--- config.mk ---
export PLATFORM = sky130hd
export DESIGN_NAME = lzss_tq
export DESIGN_NICKNAME = d
export VERILOG_FILES = /design/src/rtl/lzss_pkg.sv /design/src/rtl/lzss_tq.sv
export SDC_FILE = /design/constraint.sdc
export NUM_CORES = 1
export LEC_CHECK = 0
export ABC_CLOCK_PERIOD_IN_PS = 4200
export CAP_MARGIN = 20
export CORE_MARGIN = 1.5
export CORE_UTILIZATION = 39
export DETAILED_ROUTE_END_ITERATION = 16
export DONT_BUFFER_PORTS = 1
export GPL_TIMING_DRIVEN = 1
export PLACE_DENSITY_LB_ADDON = 0.2
export SYNTH_ARGS = -nofsm -noshare
export SYNTH_HDL_FRONTEND = slang
export SYNTH_SLANG_ARGS = --single-unit
--- constraint.sdc ---
create_clock -name clk -period 4.2 [get_ports clk]
set_input_delay 0 -clock clk [delete_from_list [all_inputs] [get_ports clk]]
set_output_delay 0 -clock clk [all_outputs]
set_load 0.05 [all_outputs]
--- src/rtl/lzss_pkg.sv ---
// Shared types and constants for the LZSS halfword token compressor.
package lzss_pkg;

	localparam int MAX_MATCH   = 18;
	localparam int MIN_MATCH   = 3;
	localparam int BLOCK_CODES = 32;
	localparam int BLOCK_WORDS = BLOCK_CODES / 2;
	localparam int TQ_DEPTH    = 4;
	localparam logic [7:0] HDR_TAG = 8'hF0;
	localparam logic [31:0] FLAG_TOP = 32'h8000_0000;

	typedef struct packed {
		logic [7:0] data_byte;
		logic       last_byte;
	} item_t;

	typedef struct packed {
		logic [31:0] out_word;
		logic        last_word;
	} result_t;

	typedef enum logic [1:0] {
		TK_HDR,
		TK_CODE,
		TK_END
	} tok_kind_t;

	typedef struct packed {
		tok_kind_t   kind;
		logic        final_step;
		logic        is_match;
		logic [23:0] data;
	} token_t;

	typedef struct packed {
		logic        is_match;
		logic [15:0] code;
		logic [4:0]  skip;
	} match_res_t;

	typedef enum logic [2:0] {
		F_IDLE,
		F_HDR,
		F_DECIDE,
		F_SEARCH,
		F_CODE,
		F_END
	} front_state_t;

	typedef enum logic {
		P_TAKE,
		P_EMIT
	} pack_state_t;

endpackage

--- src/rtl/lzss_tq.sv ---
// Short token queue between the search front end and the block packer.
module lzss_tq (
	input  logic             clk,
	input  logic             arst_n,
	input  logic             push,
	output logic             ready,
	input  lzss_pkg::token_t din,
	output logic             valid,
	input  logic             pop,
	output lzss_pkg::token_t dout
);

	localparam int D  = lzss_pkg::TQ_DEPTH;
	localparam int PW = $clog2(D);

	lzss_pkg::token_t mem_q [D];
	logic [PW-1:0]    wr_q;
	logic [PW-1:0]    rd_q;
	logic [PW:0]      cnt_q;
	logic             do_push;
	logic             do_pop;

	assign ready   = (cnt_q < (PW+1)'(D));
	assign valid   = (cnt_q != '0);
	assign dout    = mem_q[rd_q];
	assign do_push = push && ready;
	assign do_pop  = pop && valid;

	always_ff @(posedge clk or negedge arst_n) begin
		if (!arst_n) begin
			wr_q  <= '0;
			rd_q  <= '0;
			cnt_q <= '0;
		end else begin
			if (do_push) begin
				wr_q <= wr_q + PW'(1);
			end
			if (do_pop) begin
				rd_q <= rd_q + PW'(1);
			end
			cnt_q <= cnt_q + (PW+1)'(do_push) - (PW+1)'(do_pop);
		end
	end

	always_ff @(posedge clk) begin
		if (do_push) begin
			mem_q[wr_q] <= din;
		end
	end

	a_cnt_range: assert property (@(posedge clk) disable iff (!arst_n)
		cnt_q <= (PW+1)'(D))
		else $error("token queue count beyond depth");

endmodule

==> results of run 1 <==
-- synthesized netlist by cell type --
cell      count  area share
xnor2_1       4      0.0079
fa_1          1      0.0045
nor2b_1       1      0.0014
mux2_2        1      0.0025
xor2_1        1      0.0020
buf_2         2      0.0022
o311ai_0      1      0.0020
mux4_2       28        0.14
or3_1         1      0.0014
dfrtp_1       7       0.039
o31a_1        1      0.0020
ha_1          6       0.017
buf_6         3      0.0076
and2_1        4      0.0056
edfxtp_1    112        0.76
buf_4         1      0.0017
inv_1         7      0.0059
-- through the flow --
step                utilization  hold slack [ns]  area, µm²  power (mW)
floorplan                     -          -0.2956       4452       2.845
global placement         0.4179          -0.2954       4589       2.963
detailed placement       0.4179          -0.2954       4589       3.025
CTS                      0.4990           0.2929       5480       4.454
global route             0.5008           0.2979       5500       4.602
finish                   0.5008           0.3149       5500       4.413
-- area by class of cell --
class,instances,area (µm²)
Clock buffer,20,436.7
Clock inverter,12,133.9
Fill cell,865,5483
Inverter,7,26.28
Multi-Input combinational cell,49,840.8
Sequential cell,119,3540
Tap cell,140,175.2
Timing Repair Buffer,34,347.8
-- power groups by stage --
stage	registers (mW)	logic [mW]	clock network (mW)
3_5_place_dp	1.74	1.29	0
3_3_place_gp	1.71	1.26	0
6_report	1.66	1.37	1.38
2_1_floorplan	1.58	1.27	0
5_1_grt	1.69	1.45	1.47
4_1_cts	1.71	1.33	1.41
-- registers in the layout (all words and copies together) (netlist names) --
signal / count
wr_q: 2
cnt_q: 3
mem_q: 112
rd_q: 2
-- timing repair --
item / in CTS / in global routing
hold buffers: 32 / 0
setup endpoints to repair: 0 / 0
endpoints found under the hold margin: 122 / 0
-- layout by cell type (no fill, tap or decap), types with 3 or more instances in the layout --
cell	n
xnor2_1	4
dlygate4sd3_1	32
clkbuf_1	3
ha_1	6
edfxtp_1	112
clkinv_1	3
bufinv_16	3
dfrtp_1	6
clkbuf_16	17
and2_2	4
mux4_2	28
clkinv_2	5
inv_1	7
-- cells by family after synthesis --
family	count (synthesis)
flip-flops	119
XOR/XNOR	5
AO/OA/AOI/OAI	2
multiplexers	29
adder cells (fa/ha/maj)	7
buffers and inverters	13
AND/OR/NAND/NOR	6
-- layer usage --
layer  up-vias  track usage  wire length, µm
li1        846            -                -
met1      1045       0.1658             3112
met2        62       0.2453             4243
met3        13      0.05691              415
met4         0      0.07885              158
met5         -            0                0
-- how the worst max path moves through the flow --
stage,startpoint,to,slack [ns]
2_1_floorplan,cnt_q[2],cnt_q[2],2.21
3_3_place_gp,cnt_q[2],cnt_q[2],2.18
3_5_place_dp,cnt_q[2],cnt_q[2],1.92
4_1_cts,rd_q[0],dout[11],1.83
6_report,cnt_q[2],cnt_q[2],1.93
5_1_grt,cnt_q[2],cnt_q[2],1.77
-- worst max-delay path: cells and delay by family (launching register included) --
family	cells	cell delay, ns
fa+ha+maj	3	0.87
flops	1	0.43
simple gates	1	0.42
xor+xnor	2	0.29
buf+inv	2	0.13
==> impl_metrics.toml, run 1 <==
[setup_path]
r2r_cells = 8
slowest_delay_ns = 0.43
crit_chain = "nor2b_1 -> inv_1 -> ha_1 -> inv_1 -> ha_1 -> fa_1 -> xnor2_1 -> xnor2_1"
rr_endpoint = "cnt_q[2]"
reg2reg_slack_ns = 1.93
path_class = "reg2reg"
r2r_start = "cnt_q[2]"
crit_slowest_cell = "dfrtp_1"
cp_data_arrival_time_ns = 2.54
worstPathMaxFanout = 7
cp-start-kind = "flop"
cp-end-kind = "flop"
cp.required_ns = 4.46

[layout]
final_nets = 267
drive_above_1_share = 0.2573
area_growth_pct = 23.55
layoutNonFillerInstCount = 381
antenna_cells = 0

[drt]
ant_nets = 0
num_vias = 1966
drt-total-wl_um = 7930
drtIter0Drc = 114
viasPerCell = 5.160
wl_per_cell_um = 20.81
drtPass1Iterations = 4
drcViolationCount = 0

[clock_tree]
postCtsSetupBuffers = 0
clk_path_buf_depth = 2
postCtsResizedCells = 0
clockRootBuffer = "clkbuf_16"
insertion_delay_ns = 0.40
cts.clk_slew.worst_paths_ns = 0.05
cts_tree = "done"
htreeDepth = 4
cts_buffers = 17
cts.sinks = 119

[logic_synthesis]
yosysSeqAreaShare = 0.7948
syn-num-nets = 220
synth_xor_area_frac = 0.009837
synth_compound_area_frac = 0.003935
ys_ff_latch = 119
synth_simple_gate_area_share = 0.008432
synth-adder-area-share = 0.02136
synth_warnings = 0
syn_avg_cell_area_um2 = 24.60
syn_area_um2 = 4452
synthMuxAreaShare = 0.1442
netlist-cell-type-count = 17
synth_top_family_by_area = "multiplexers"
syn_inst = 181

[sta]
rsz0062_at_grt = "no"
setup_ws_ns = 1.928
skew_ns = 0.01076
slew_viol_final = 0
setup-violations-final = 0
post-route-min-period_ns = 2.272
fin_setup_tns_ns = 0
timing.final.crit_share = 0.5410
slew_headroom = 0.3473
hold_viol = 0
fmax_mhz = 440.1
worst_pin_slew_ns = 0.9791

[min_path]
hold_path_end = "mem_q[0][17]"
hold_path_class = "in2reg"
min_from = "din[17]"
min_path_cells = 1

[power_and_ir_drop]
p_clk_frac = 0.314
p_sw_mw = 1.586
p_leak_nw = 1.828
power.share.sequential = 0.376
p_int_mw = 2.827
vdd_drop_max_mv = 0.5272
share_comb_of_total_power = 0.311
swShare = 0.3594
powerDensity_nw_per_um2 = 802.4

[floorplanning]
die_w_um = 109.8
io_pins = 62
start_util = 0.4053
std_cell_rows = 38
fp.coreArea_um2 = 10980
die_area_um2 = 12060
die_y_um = 109.8

[place]
gp_congestion = 0.6397
place_ws_ns = 1.923
place_inst = 316
dpl.hpwl_um = 4544
port_buffers = 0

[global_route]
grt_usage = 0.1483
grt_max_degree = 31
antenna_found_initial = 0
grt_pass1_wl_um = 12190
grt_pass1_vias = 2220
grt.overflow.total = 0

[run_status]
outcome = "completed"

[job]
cap_violations = 0
No activity file was read; power rests on OpenSTA's default activity.
==> run 2, diff against run 1 <==
- ABC_CLOCK_PERIOD_IN_PS: 4200 -> 2000
- clock period: 4.2 -> 2 ns (I/O delays scaled with it)
==> impl_metrics.toml, run 2 (synthesized netlist as in run 1, its figures left out) <==
[setup_path]
critPathTopFamily = "adder cells"
crit_end = "cnt_q[2]"
cp-startpoint = "cnt_q[1]"
worstPathMaxFanout = 2
r2r_cells = 7
cp.required_ns = 2.26
rr_endpoint = "cnt_q[2]"
path_class = "reg2reg"
cp-start-kind = "flop"
r2r_start = "cnt_q[1]"
crit_chain = "o31a_1 -> ha_1 -> inv_1 -> ha_2 -> fa_2 -> xnor2_2 -> xnor2_1"
reg2reg_slack_ns = -0.006
path_depth = 7
cp-end-kind = "flop"
slowest_delay_ns = 0.38
cp_data_arrival_time_ns = 2.27
crit_slowest_cell = "dfrtp_1"
path_buf_inv = 1

[layout]
mostFrequentLayoutCells = "edfxtp_1, dlygate4sd3_1, mux4_2"
multi_input_area_um2 = 853.3
final_nets = 281
final_common_cell = "edfxtp_1"
antenna_cells = 0
fillers = 852
largest_reg_flops = 112
area_growth_pct = 27.66
regMostFlops = "mem_q"
register_area_um2 = 3540
postLayoutCoreUtil = 0.5174
top_regs = "mem_q: 112 flops, cnt_q: 3 flops"
drive_above_1_share = 0.3176

[clock_tree]
clk_path_buf_depth = 2
cts.clk_slew.worst_paths_ns = 0.05
cts_buffers = 17
cts.sinks = 119
insertion_delay_ns = 0.40
clockRootBuffer = "clkbuf_16"
htreeDepth = 4
cts_tree = "done"

[sta]
skew_ns = 0.006362
timing.final.crit_share = 1.003
slew_viol_final = 0
fmax_mhz = 498.4
setup-violations-final = 1
slew_headroom = 0.6810
post-route-min-period_ns = 2.006
setup_ws_ns = -0.006269
rsz0062_at_grt = "yes"
hold_viol = 0
worst_pin_slew_ns = 0.4795

[global_route]
grt_max_degree = 29
antenna_found_initial = 0
grt_usage = 0.1400
grt_pass1_vias = 2163
grt.overflow.total = 0
grt_pass1_wl_um = 11720

[power_and_ir_drop]
powerDensity_nw_per_um2 = 1681
p_leak_nw = 1.912
vdd_drop_max_mv = 0.8204
p_total_mw = 9.551

[place]
gp_congestion = 0.6508
dpl.hpwl_um = 4471
port_buffers = 0

[run_status]
outcome = "finished, violations left"
violations = "negative setup slack"

[drt]
viasPerCell = 4.959
wl_per_cell_um = 19.26
drcViolationCount = 0
drtPass1Iterations = 4
drtIter0Drc = 114
drt-total-wl_um = 7607
num_vias = 1959
ant_nets = 0

[floorplanning]
std_cell_rows = 38
die_w_um = 109.8
die_y_um = 109.8
io_pins = 62
die_area_um2 = 12060
start_util = 0.4053
fp.coreArea_um2 = 10980

[min_path]
hold_path_class = "in2reg"

[job]
cap_violations = 0
run 2: cell count changes in the layout (fill, tap and decap cells not counted), moves of 2 or more:
cell / previous run / this run
clkinv_4: 0 / 2
clkinv_2: 5 / 1
buf_12: 1 / 5
buf_4: 1 / 12
clkinvlp_4: 1 / 3
run 2: where the power goes:
part | switching (mW) | total, mW | internal, mW | leakage [nW]
Combinational | 2.24 | 3.28 | 1.04 | 0.538
Clock | 0.996 | 2.94 | 1.95 | 0.276
Sequential | 0.162 | 3.33 | 3.16 | 1.10
run 2: final cells by class:
| cell class | instances | area share |
|---|---|---|
| clock buffer | 19 | 0.07618 |
| tap | 140 | 0.03082 |
| inverter | 7 | 0.004624 |
| sequential | 119 | 0.6229 |
| multi-input combinational | 49 | 0.1502 |
| clock inverter | 13 | 0.02730 |
| timing repair buffer | 48 | 0.08807 |
run 2: what timing repair did:
item	in CTS	in global routing
gates resized for setup	0	3
gates cloned	0	0
hold buffers	31	0
endpoints found under the hold margin	120	0
setup buffers	2	5
endpoints found under the setup margin	1	1
pin swaps	1	3
run 2: worst min path at each step:
| stage | depth (start not counted) | startpoint | slack [ns] | endpoint |
|---|---|---|---|---|
| 2_1_floorplan | 0 | arst_n | -0.30 | cnt_q[0] |
| 3_3_place_gp | 0 | arst_n | -0.30 | cnt_q[0] |
| 3_5_place_dp | 0 | arst_n | -0.30 | cnt_q[0] |
| 4_1_cts | 4 | pop | 0.001 | rd_q[0] |
| 5_1_grt | 3 | push | 0.04 | wr_q[0] |
| 6_report | 3 | push | 0.05 | wr_q[0] |
run 2: worst register-to-register path: stages (launching register included):
cell and delay (ns):
dfrtp_1 0.38, o31a_1 0.32, ha_1 0.29, inv_1 0.04
ha_2 0.18, fa_2 0.37, xnor2_2 0.15, xnor2_1 0.13
run 2: metal layers:
layer	share of wire	global-route usage	vias to the layer above
met5	0	0	-
met4	0.0089	0.05751	0
met3	0.061	0.05335	7
met2	0.55	0.2338	51
met1	0.38	0.1621	1021
li1	-	-	880
run 2: per-stage QoR:
step	std cells	instance area (µm²)	hold slack, ns	setup WS [ns]	TNS (ns)
after detailed placement	325	4720	-0.2954	-0.04390	-0.04390
after CTS	390	5633	0.001083	0.004691	0
after floorplan	181	4452	-0.2956	0.006579	0
final	395	5683	0.04844	-0.006269	-0.006269
after global placement	325	4720	-0.2954	0.05162	0
after global routing	395	5683	0.03833	-0.02880	-0.02880
