## config.mk

```make
export PLATFORM = sky130hd
export DESIGN_NAME = lzss_pack
export DESIGN_NICKNAME = d
export VERILOG_FILES = /design/src/rtl/lzss_pkg.sv /design/src/rtl/lzss_pack.sv
export SDC_FILE = /design/constraint.sdc
export NUM_CORES = 1
export LEC_CHECK = 0
export ABC_AREA = 1
export BUFFER_PORTS_ARGS = -buffer_cell sky130_fd_sc_hd__buf_4
export CAP_MARGIN = 40
export CORE_MARGIN = 8
export CORE_UTILIZATION = 40
export DETAILED_ROUTE_END_ITERATION = 16
export SLEW_MARGIN = 20
export SYNTH_ARGS = -nofsm -noshare
export SYNTH_HDL_FRONTEND = slang
export SYNTH_SLANG_ARGS = --single-unit
export TNS_END_PERCENT = 100
```

## constraint.sdc

```tcl
create_clock -name clk -period 3.4 [get_ports clk]
set_input_delay 0.17 -clock clk [delete_from_list [all_inputs] [get_ports clk]]
set_output_delay 0.17 -clock clk [all_outputs]
set_load 0.01 [all_outputs]
```

## src/rtl/lzss_pkg.sv

```systemverilog
// Shared types and constants for the LZSS halfword token compressor.
package lzss_pkg;

	localparam int MAX_MATCH   = 18;
	localparam int MIN_MATCH   = 3;
	localparam int BLOCK_CODES = 32;
	localparam int BLOCK_WORDS = BLOCK_CODES / 2;
	localparam int TQ_DEPTH    = 4;
	localparam logic [7:0] HDR_TAG = 8'hF0;
	localparam logic [31:0] FLAG_TOP = 32'h8000_0000;

	typedef struct packed {
		logic [7:0] data_byte;
		logic       last_byte;
	} item_t;

	typedef struct packed {
		logic [31:0] out_word;
		logic        last_word;
	} result_t;

	typedef enum logic [1:0] {
		TK_HDR,
		TK_CODE,
		TK_END
	} tok_kind_t;

	typedef struct packed {
		tok_kind_t   kind;
		logic        final_step;
		logic        is_match;
		logic [23:0] data;
	} token_t;

	typedef struct packed {
		logic        is_match;
		logic [15:0] code;
		logic [4:0]  skip;
	} match_res_t;

	typedef enum logic [2:0] {
		F_IDLE,
		F_HDR,
		F_DECIDE,
		F_SEARCH,
		F_CODE,
		F_END
	} front_state_t;

	typedef enum logic {
		P_TAKE,
		P_EMIT
	} pack_state_t;

endpackage

```

## src/rtl/lzss_pack.sv

```systemverilog
// Back end: gathers codes into blocks and emits header, flag and code words.
module lzss_pack (
	input  logic              clk,
	input  logic              arst_n,
	input  logic              tq_valid,
	output logic              tq_pop,
	input  lzss_pkg::token_t  tk,
	output logic              empty,
	input  logic              pop,
	output lzss_pkg::result_t result
);

	localparam int BC = lzss_pkg::BLOCK_CODES;
	localparam int BW = lzss_pkg::BLOCK_WORDS;

	lzss_pkg::pack_state_t state_q, state_d;
	logic [31:0] flag_q;
	logic [15:0] lo_q [BW];
	logic [15:0] hi_q [BW];
	logic [5:0]  cnt_q;
	logic [4:0]  widx_q;
	logic        hold_q;
	logic        elast_q;
	logic        pend_q;
	logic [31:0] held_q;
	logic        ovld_q;
	logic [31:0] oword_q;
	logic        olast_q;

	logic        slot;
	logic        load;
	logic [31:0] lw;
	logic        ll;
	logic        take_code;
	logic        clr_blk;
	logic        set_pend;
	logic        clr_pend;
	logic        go_emit;
	logic        emit_hold;
	logic        emit_last;
	logic        widx_inc;
	logic [3:0]  j;
	logic        lo_ok;
	logic        hi_ok;

	assign slot   = !ovld_q || pop;
	assign empty  = !ovld_q;
	assign result = {oword_q, olast_q};
	assign j      = 4'(widx_q - 5'd1);
	assign lo_ok  = ({1'b0, j, 1'b0} < cnt_q);
	assign hi_ok  = ({1'b0, j, 1'b1} < cnt_q);

	always_comb begin
		state_d   = state_q;
		load      = 1'b0;
		lw        = '0;
		ll        = 1'b0;
		tq_pop    = 1'b0;
		take_code = 1'b0;
		clr_blk   = 1'b0;
		set_pend  = 1'b0;
		clr_pend  = 1'b0;
		go_emit   = 1'b0;
		emit_hold = 1'b0;
		emit_last = 1'b0;
		widx_inc  = 1'b0;
		case (state_q)
			lzss_pkg::P_TAKE: begin
				if (tq_valid) begin
					if (pend_q) begin
						if (slot) begin
							load     = 1'b1;
							lw       = held_q;
							ll       = (tk.kind == lzss_pkg::TK_END);
							clr_pend = 1'b1;
							tq_pop   = (tk.kind == lzss_pkg::TK_END);
						end
					end else begin
						case (tk.kind)
							lzss_pkg::TK_HDR: begin
								if (slot) begin
									load   = 1'b1;
									lw     = {tk.data, lzss_pkg::HDR_TAG};
									tq_pop = 1'b1;
								end
							end
							lzss_pkg::TK_CODE: begin
								tq_pop    = 1'b1;
								take_code = 1'b1;
								if (cnt_q == 6'(BC - 1)) begin
									go_emit   = 1'b1;
									emit_hold = tk.final_step;
								end
							end
							lzss_pkg::TK_END: begin
								tq_pop = 1'b1;
								if (cnt_q != 6'd0) begin
									go_emit   = 1'b1;
									emit_last = 1'b1;
								end
							end
							default: begin
								tq_pop = 1'b1;
							end
						endcase
					end
				end
				if (go_emit) begin
					state_d = lzss_pkg::P_EMIT;
				end
			end
			lzss_pkg::P_EMIT: begin
				if ((widx_q == 5'(BW)) && hold_q) begin
					set_pend = 1'b1;
					state_d  = lzss_pkg::P_TAKE;
				end else if (slot) begin
					load = 1'b1;
					lw   = (widx_q == 5'd0) ? flag_q
					     : {hi_ok ? hi_q[j] : 16'h0000, lo_ok ? lo_q[j] : 16'h0000};
					ll   = (widx_q == 5'(BW)) && elast_q;
					if (widx_q == 5'(BW)) begin
						clr_blk = 1'b1;
						state_d = lzss_pkg::P_TAKE;
					end else begin
						widx_inc = 1'b1;
					end
				end
			end
			default: begin
				state_d = lzss_pkg::P_TAKE;
			end
		endcase
	end

	always_ff @(posedge clk or negedge arst_n) begin
		if (!arst_n) begin
			state_q <= lzss_pkg::P_TAKE;
			flag_q  <= '0;
			cnt_q   <= '0;
			widx_q  <= '0;
			hold_q  <= 1'b0;
			elast_q <= 1'b0;
			pend_q  <= 1'b0;
			ovld_q  <= 1'b0;
		end else begin
			state_q <= state_d;
			if (take_code) begin
				cnt_q <= cnt_q + 6'd1;
				if (tk.is_match) begin
					flag_q <= flag_q | (lzss_pkg::FLAG_TOP >> cnt_q[4:0]);
				end
			end
			if (go_emit) begin
				widx_q  <= '0;
				hold_q  <= emit_hold;
				elast_q <= emit_last;
			end
			if (widx_inc) begin
				widx_q <= widx_q + 5'd1;
			end
			if (set_pend) begin
				pend_q <= 1'b1;
			end
			if (clr_blk || clr_pend) begin
				cnt_q  <= '0;
				flag_q <= '0;
				pend_q <= 1'b0;
			end
			if (load) begin
				ovld_q <= 1'b1;
			end else if (pop) begin
				ovld_q <= 1'b0;
			end
		end
	end

	always_ff @(posedge clk) begin
		if (take_code) begin
			if (cnt_q[0]) begin
				hi_q[cnt_q[4:1]] <= tk.data[15:0];
			end else begin
				lo_q[cnt_q[4:1]] <= tk.data[15:0];
			end
		end
		if (set_pend) begin
			held_q <= {hi_q[j], lo_q[j]};
		end
		if (load) begin
			oword_q <= lw;
			olast_q <= ll;
		end
	end

	a_cnt_range: assert property (@(posedge clk) disable iff (!arst_n)
		cnt_q <= 6'(BC))
		else $error("code count beyond block size");

	a_pend_full: assert property (@(posedge clk) disable iff (!arst_n)
		pend_q |-> (cnt_q == 6'(BC)))
		else $error("held word without a full block");

	a_emit_nopop: assert property (@(posedge clk) disable iff (!arst_n)
		(state_q == lzss_pkg::P_EMIT) |-> !tq_pop)
		else $error("token taken while a block is being emitted");

endmodule

```

==> impl_metrics.toml, run 1 <==
[clock_network]
post_cts_buffers = 0
cts.clk_slew.worst_paths_ns = 0.06
cts_tree = "done"
cts_root_buffer = "clkbuf_16"
cts_buffer_depth = 3
numClockSinks = 625
cts-htree-levels = 2
cts-buffers-inserted = 60
clock_latency_ns = 0.63

[synth]
yosysTopAreaCellShare_pct = 65.02
synth_compound_area_share_pct = 2.972
ys_seq_elements = 625
yosys_warnings = 0
synth_most_common_cell = "nand2_1"
ys_seq_area_share_pct = 69.53
synth_area_leaders = "edfxtp_1 65%, nand2_1 11%, nand3_1 9.3%, dfrtp_1 4.5%, inv_1 1.3%"
synth_top_family_by_area = "simple AND/OR/NAND/NOR gates"
ys.flop_type = "edfxtp_1"
yosys.area_share.simple_pct = 21.80
synth.largest_area_cell = "edfxtp_1"
synth-edff-count = 577
ys_async_sr_fraction_pct = 7.680
syn_nets = 2426
synthAdderAreaFrac_pct = 0.7982
avgSynthCellArea_um2 = 11.21
syn_inst = 2377
synthTopCellsByCount = "768 x nand2_1, 577 x edfxtp_1, 497 x nand3_1, 95 x inv_1, 69 x buf_2"
synthXorXnorAreaFrac_pct = 0.06573
syn_area_mm2 = 0.02665
synth_cell_type_count = 36
muxShareOfSynthArea_pct = 0

[pwr]
irDropWorstVdd_v = 0.001104
powerDensity_mw_per_mm2 = 941.2
design_power_total_w = 0.02832
leakage_nw = 11.20

[sta]
relSlewSlack_pct = 25.50
maxSlewViolCount = 0
fin_crit_sh_pct = 83.96
finalSetupTns_ns = 0
rsz0062_at_grt = "no"
max_freq_ghz = 0.3503
worst_pin_slew_ns = 1.118
fin_ws_ns = 0.5454
fin_skew_ns = 0.01561
period_needed_ns = 2.855
finalSetupViolCount = 0
hold_violations = 0
hold_slack_ns = 0.01852

[job]
drv_cap = 0

[floorplan]
fp.dieArea_mm2 = 0.07514
start_util_pct = 40.46
pin_count = 67
die_h_um = 274.1
coreArea_mm2 = 0.06586
die_x_um = 274.1
num_rows = 94

[route]
num_vias = 17983
route.detailed.drc = 0
routed_wl_um = 72600
antenna_left = 0
dr.pass1.iters = 5
drt_first_iter_violations = 2020
routed_via_density = 5.346
avgRoutedWirePerCell_um = 21.58

[run_status]
status = "completed"

[grt]
grt_overflow = 0
grt_first_pass_wirelength_um = 109000
grtUsageTotal_pct = 19.03
antenna_found_initial = 1
grt_pass1_vias = 16909
grt_max_degree = 198

[placed_design]
gp_congestion = 0.9192
dp_slack_ns = 0.5953
placed_area_mm2 = 0.02800
port_buffers = 66
dp_hpwl_um = 43320

[finish]
fin_area_mm2 = 0.03008
synthToLayoutAreaGrowth_pct = 12.89
antenna_cells = 0
drive_above_1_share_pct = 10.12
fin_nets = 2499
fillers = 5957

[worst_hold_path]
hold_class = "in2reg"

[critical_path]
crit_arrival_ns = 3.23
ff2ff_setup_slack_ns = 0.55
path_class = "reg2reg"
crit_fanout = 128
required_ns = 3.78
cp-end-kind = "register"
worstSetupStartpointType = "register"
==> worst max-delay path: stages (launching register included) <==
cell and delay, ns:
dfrtp_4 0.48, inv_8 0.10, ha_4 0.30, buf_12 0.43, nand3_1 0.49, nand3_1 0.20, nand3_1 0.12, nand3_1 0.11
nand2_1 0.06, nand2_1 0.07, nand2_1 0.04
==> where the power goes <==
part	internal, W	switching [W]
registers	0.00915	0.000359
clock network	0.00366	0.00283
logic	0.00357	0.00874
==> cells in the final DEF (no fill, tap or decap), drive strengths merged <==
master	count
or2	2
clkinvlp	3
bufinv	5
o31ai	1
nand3	500
o22ai	1
nand3b	1
a22oi	16
inv	106
edfxtp	577
a32oi	8
xor2	2
nand4	2
clkinv	30
dfrtp	48
dlygate4sd3	19
a31oi	1
buf	128
nor4	1
clkbuf	76
nor3	5
a21oi	40
nand2	776
nor2	61
o21ai	74
ha	17
==> per-layer routing <==
| layer | up-vias | global-route usage (%) | part of all wire [%] |
|---|---|---|---|
| li1 | 8397 | - | - |
| met1 | 8733 | 27.57 | 44 |
| met2 | 747 | 28.59 | 44 |
| met3 | 106 | 4.182 | 8.9 |
| met4 | 0 | 5.491 | 2.6 |
| met5 | - | 0 | 0 |
==> registers in the layout (all words and copies together) (netlist names), 5 cells and up <==
register  flops
cnt_q         6
hi_q        256
widx_q        5
flag_q       32
lo_q        256
held_q       32
oword_q      32
==> final timing paths <==
kind | from | endpoint | depth (start not counted)
max in group asynchronous | arst_n | widx_q[0] | 2
min in group asynchronous | arst_n | state_q | 2
max | widx_q[0] | oword_q[24] | 10
max reg2reg | widx_q[0] | oword_q[24] | 10
min reg2reg | elast_q | elast_q | 2
min | tk[1] | lo_q[6][1] | 1
==> layout make-up <==
type / count / area, um^2 / share of cell area, %
repair buffers: 147 / 1282 / 4.263
clock buffers: 76 / 1582 / 5.257
clock inverters: 36 / 315.3 / 1.048
inverters: 108 / 417.9 / 1.389
well taps: 864 / 1081 / 3.593
flip-flops and latches: 625 / 18530 / 61.60
multi-input cells: 1508 / 6874 / 22.85
==> what timing repair did <==
item / 4_1_cts / 5_1_grt
resized for setup: 0 / 0
hold endpoints to repair: 243 / 0
hold buffers: 19 / 0
==> cells by family after synthesis <==
logic type	count (synthesis)
buf+inv	244
simple gates	1348
fa+ha+maj	17
xor+xnor	2
flops	625
compound gates	141
==> through the flow <==
step,cells,utilization (%)
2_1_floorplan,2377,-
3_5_place_dp,3233,42.51
6_report,3364,45.68
3_3_place_gp,3227,42.35
5_1_grt,3364,45.68
4_1_cts,3364,45.68
(Power assumes the default switching activity.)
==> run 2: changes to the inputs <==
Settings changed: ABC_AREA 1 to 0.
Clock period 3.4 ns to 2.6 ns, I/O delays scaled along.
==> run 2 against run 1 <==
Net effect:
- critical path depth is the same
- the run now ends with negative setup slack left
- synthesized area shrank 6.9%
- via count shrank 27%
- clock skew grew 0.0093 ns
- largest cell class unchanged
- wire length shrank 13%
- die area shrank 6.5%
- power grew 28%
- hold slack gained 0.063 ns
- largest power group unchanged
- setup slack lost 0.62 ns
- combinational power grew 26%
- critical endpoint is now oword_q[16]
- global-route usage shrank 1.2 points
==> impl_metrics.toml, run 2 <==
[run_status]
status = "finished, violations left"
violations = "negative setup slack"

[synth]
synth_top_family_by_area = "multiplexers"
synth_most_common_cell = "edfxtp_1"
synthXorXnorAreaFrac_pct = 0.2823
ys_seq_area_share_pct = 74.65
synth_cell_type_count = 54
muxShareOfSynthArea_pct = 14.92
synthAdderAreaFrac_pct = 0.8570
synth.largest_area_cell = "edfxtp_1"
ys_async_sr_fraction_pct = 7.680
syn_nets = 1313
ys_seq_elements = 625
syn_area_mm2 = 0.02482
synth_area_leaders = "edfxtp_1 70%, mux4_2 12%, dfrtp_1 4.8%, mux2i_1 2.6%, nor2_1 1.5%"
ys.flop_type = "edfxtp_1"
yosys_warnings = 0
yosys.area_share.simple_pct = 3.383
synth_compound_area_share_pct = 4.250
syn_inst = 1264
synthTopCellsByCount = "577 x edfxtp_1, 128 x mux4_2, 99 x nor2_1, 64 x mux2i_1, 48 x dfrtp_1"
avgSynthCellArea_um2 = 19.64
yosysTopAreaCellShare_pct = 69.81
synth-edff-count = 577

[floorplan]
coreArea_mm2 = 0.06148
start_util_pct = 40.37
num_rows = 91
die_x_um = 265.1
die_h_um = 265.1
pin_count = 67
fp.dieArea_mm2 = 0.07027

[route]
num_vias = 13129
avgRoutedWirePerCell_um = 27.32
antenna_left = 0
routed_wl_um = 63360
route.detailed.drc = 0
dr.pass1.iters = 6
routed_via_density = 5.661
drt_first_iter_violations = 1404

[finish]
drive_above_1_share_pct = 31.33
synthToLayoutAreaGrowth_pct = 20.43
final_common_cell = "edfxtp_1"
antenna_cells = 0
mostFrequentLayoutCells = "577 x edfxtp_1, 153 x buf_4, 128 x mux4_2"
fin_nets = 1530
postLayoutCoreUtil_pct = 48.61

[sta]
rsz0062_at_grt = "yes"
fin_skew_ns = 0.02495
relSlewSlack_pct = 52.50
period_needed_ns = 2.675
fin_ws_ns = -0.07538
worst_pin_slew_ns = 0.7126
maxSlewViolCount = 0
finalSetupTns_ns = -0.8150
fin_crit_sh_pct = 102.9
hold_violations = 0
finalSetupViolCount = 22
max_freq_ghz = 0.3738

[clock_network]
cts-buffers-inserted = 60
clock_latency_ns = 0.63
cts.clk_slew.worst_paths_ns = 0.07
cts_buffer_depth = 3
cts_root_buffer = "clkbuf_16"
cts-htree-levels = 2
numClockSinks = 625
cts_tree = "done"

[critical_path]
worstSetupStartpointType = "register"
required_ns = 3.05
crit_fanout = 8
r2r-start = "widx_q[0]"
crit_path_start = "widx_q[0]"
cp-end-kind = "register"
ff2ff_path_depth = 10
cp-endpoint = "oword_q[16]"
rr_endpoint = "oword_q[16]"
crit_arrival_ns = 3.13
path_class = "reg2reg"
ff2ff_setup_slack_ns = -0.08

[pwr]
leakage_nw = 10.20
irDropWorstVdd_v = 0.0007215
powerDensity_mw_per_mm2 = 1213

[grt]
grt_overflow = 0
grt_first_pass_wirelength_um = 92870
antenna_found_initial = 1
grt_max_degree = 49
grt_pass1_vias = 13473
grtUsageTotal_pct = 17.84

[placed_design]
dp_slack_ns = -0.2031
port_buffers = 66
dp_hpwl_um = 37180
gp_congestion = 0.8265

[worst_hold_path]
hold_class = "in2reg"
min_path_cells = 4

[job]
drv_cap = 0
## run 2: through the flow
stage / instances / hold slack [ns] / area, um^2 / total power, W
final: 2319 / 0.08114 / 29890 / 0.03626
after global routing: 2319 / 0.09451 / 29890 / 0.03776
after CTS: 2313 / 0.05118 / 29670 / 0.03558
after detailed placement: 2164 / 0.2166 / 27170 / 0.02585
after global placement: 2163 / 0.2057 / 27150 / 0.02575
after floorplan: 1264 / -0.1656 / 25020 / 0.02106
## run 2: metal layers
metal  vias up  GRT usage [%]  share of wire [%]  wire (um)
met3        85          3.029                7.3       4622
li1       5610              -                  -          -
met2       523          29.05                 48      30520
met4         0          4.385                2.0       1252
met5         -              0                  0          0
met1      6911          25.02                 43      26960
## run 2: cells by family after synthesis
logic type	after synthesis
buf+inv	83
flops	625
mux	208
simple gates	186
fa+ha+maj	17
xor+xnor	5
compound gates	140
## run 2: worst max-delay path, stage by stage, from the launching register on
cell and delay [ns]:
dfrtp_4 0.54, inv_12 0.08, ha_4 0.15, xor2_4 0.16
buf_12 0.15, ha_4 0.21, a211oi_2 0.22, nor3_2 0.08
or4_4 0.58, buf_12 0.17, o211ai_1 0.16
## run 2: area by class of cell
cell class                      instances  area (um^2)
Tap cell                              790        988.4
Fill cell                            4990        31590
Multi-Input combinational cell        556         6108
Inverter                               15        78.83
Timing Repair Buffer                  223         2251
Sequential cell                       625        18530
Clock buffer                           89         1720
Clock inverter                         21        211.5
## run 2: power by group
group / internal [W] / switching (W)
Sequential: 0.0119 / 0.000347
Combinational: 0.00761 / 0.00785
Clock: 0.00486 / 0.00366
## run 2: worst min path at each step
stage	slack, ns	endpoint	startpoint
final	0.08	ovld_q	pop
after global routing	0.09	ovld_q	pop
after CTS	0.05	ovld_q	pop
after detailed placement	0.22	flag_q[29]	arst_n
after global placement	0.21	hold_q	arst_n
after floorplan	-0.17	cnt_q[0]	arst_n
## run 2: timing repair
item | CTS | global route
gates resized for setup | 21 | 27
buffers inserted | 10 | 2
endpoints found under the setup margin | 33 | 44
hold endpoints to repair | 550 | 0
gates cloned | 4 | 4
hold buffers | 27 | 0
pin swaps | 9 | 2
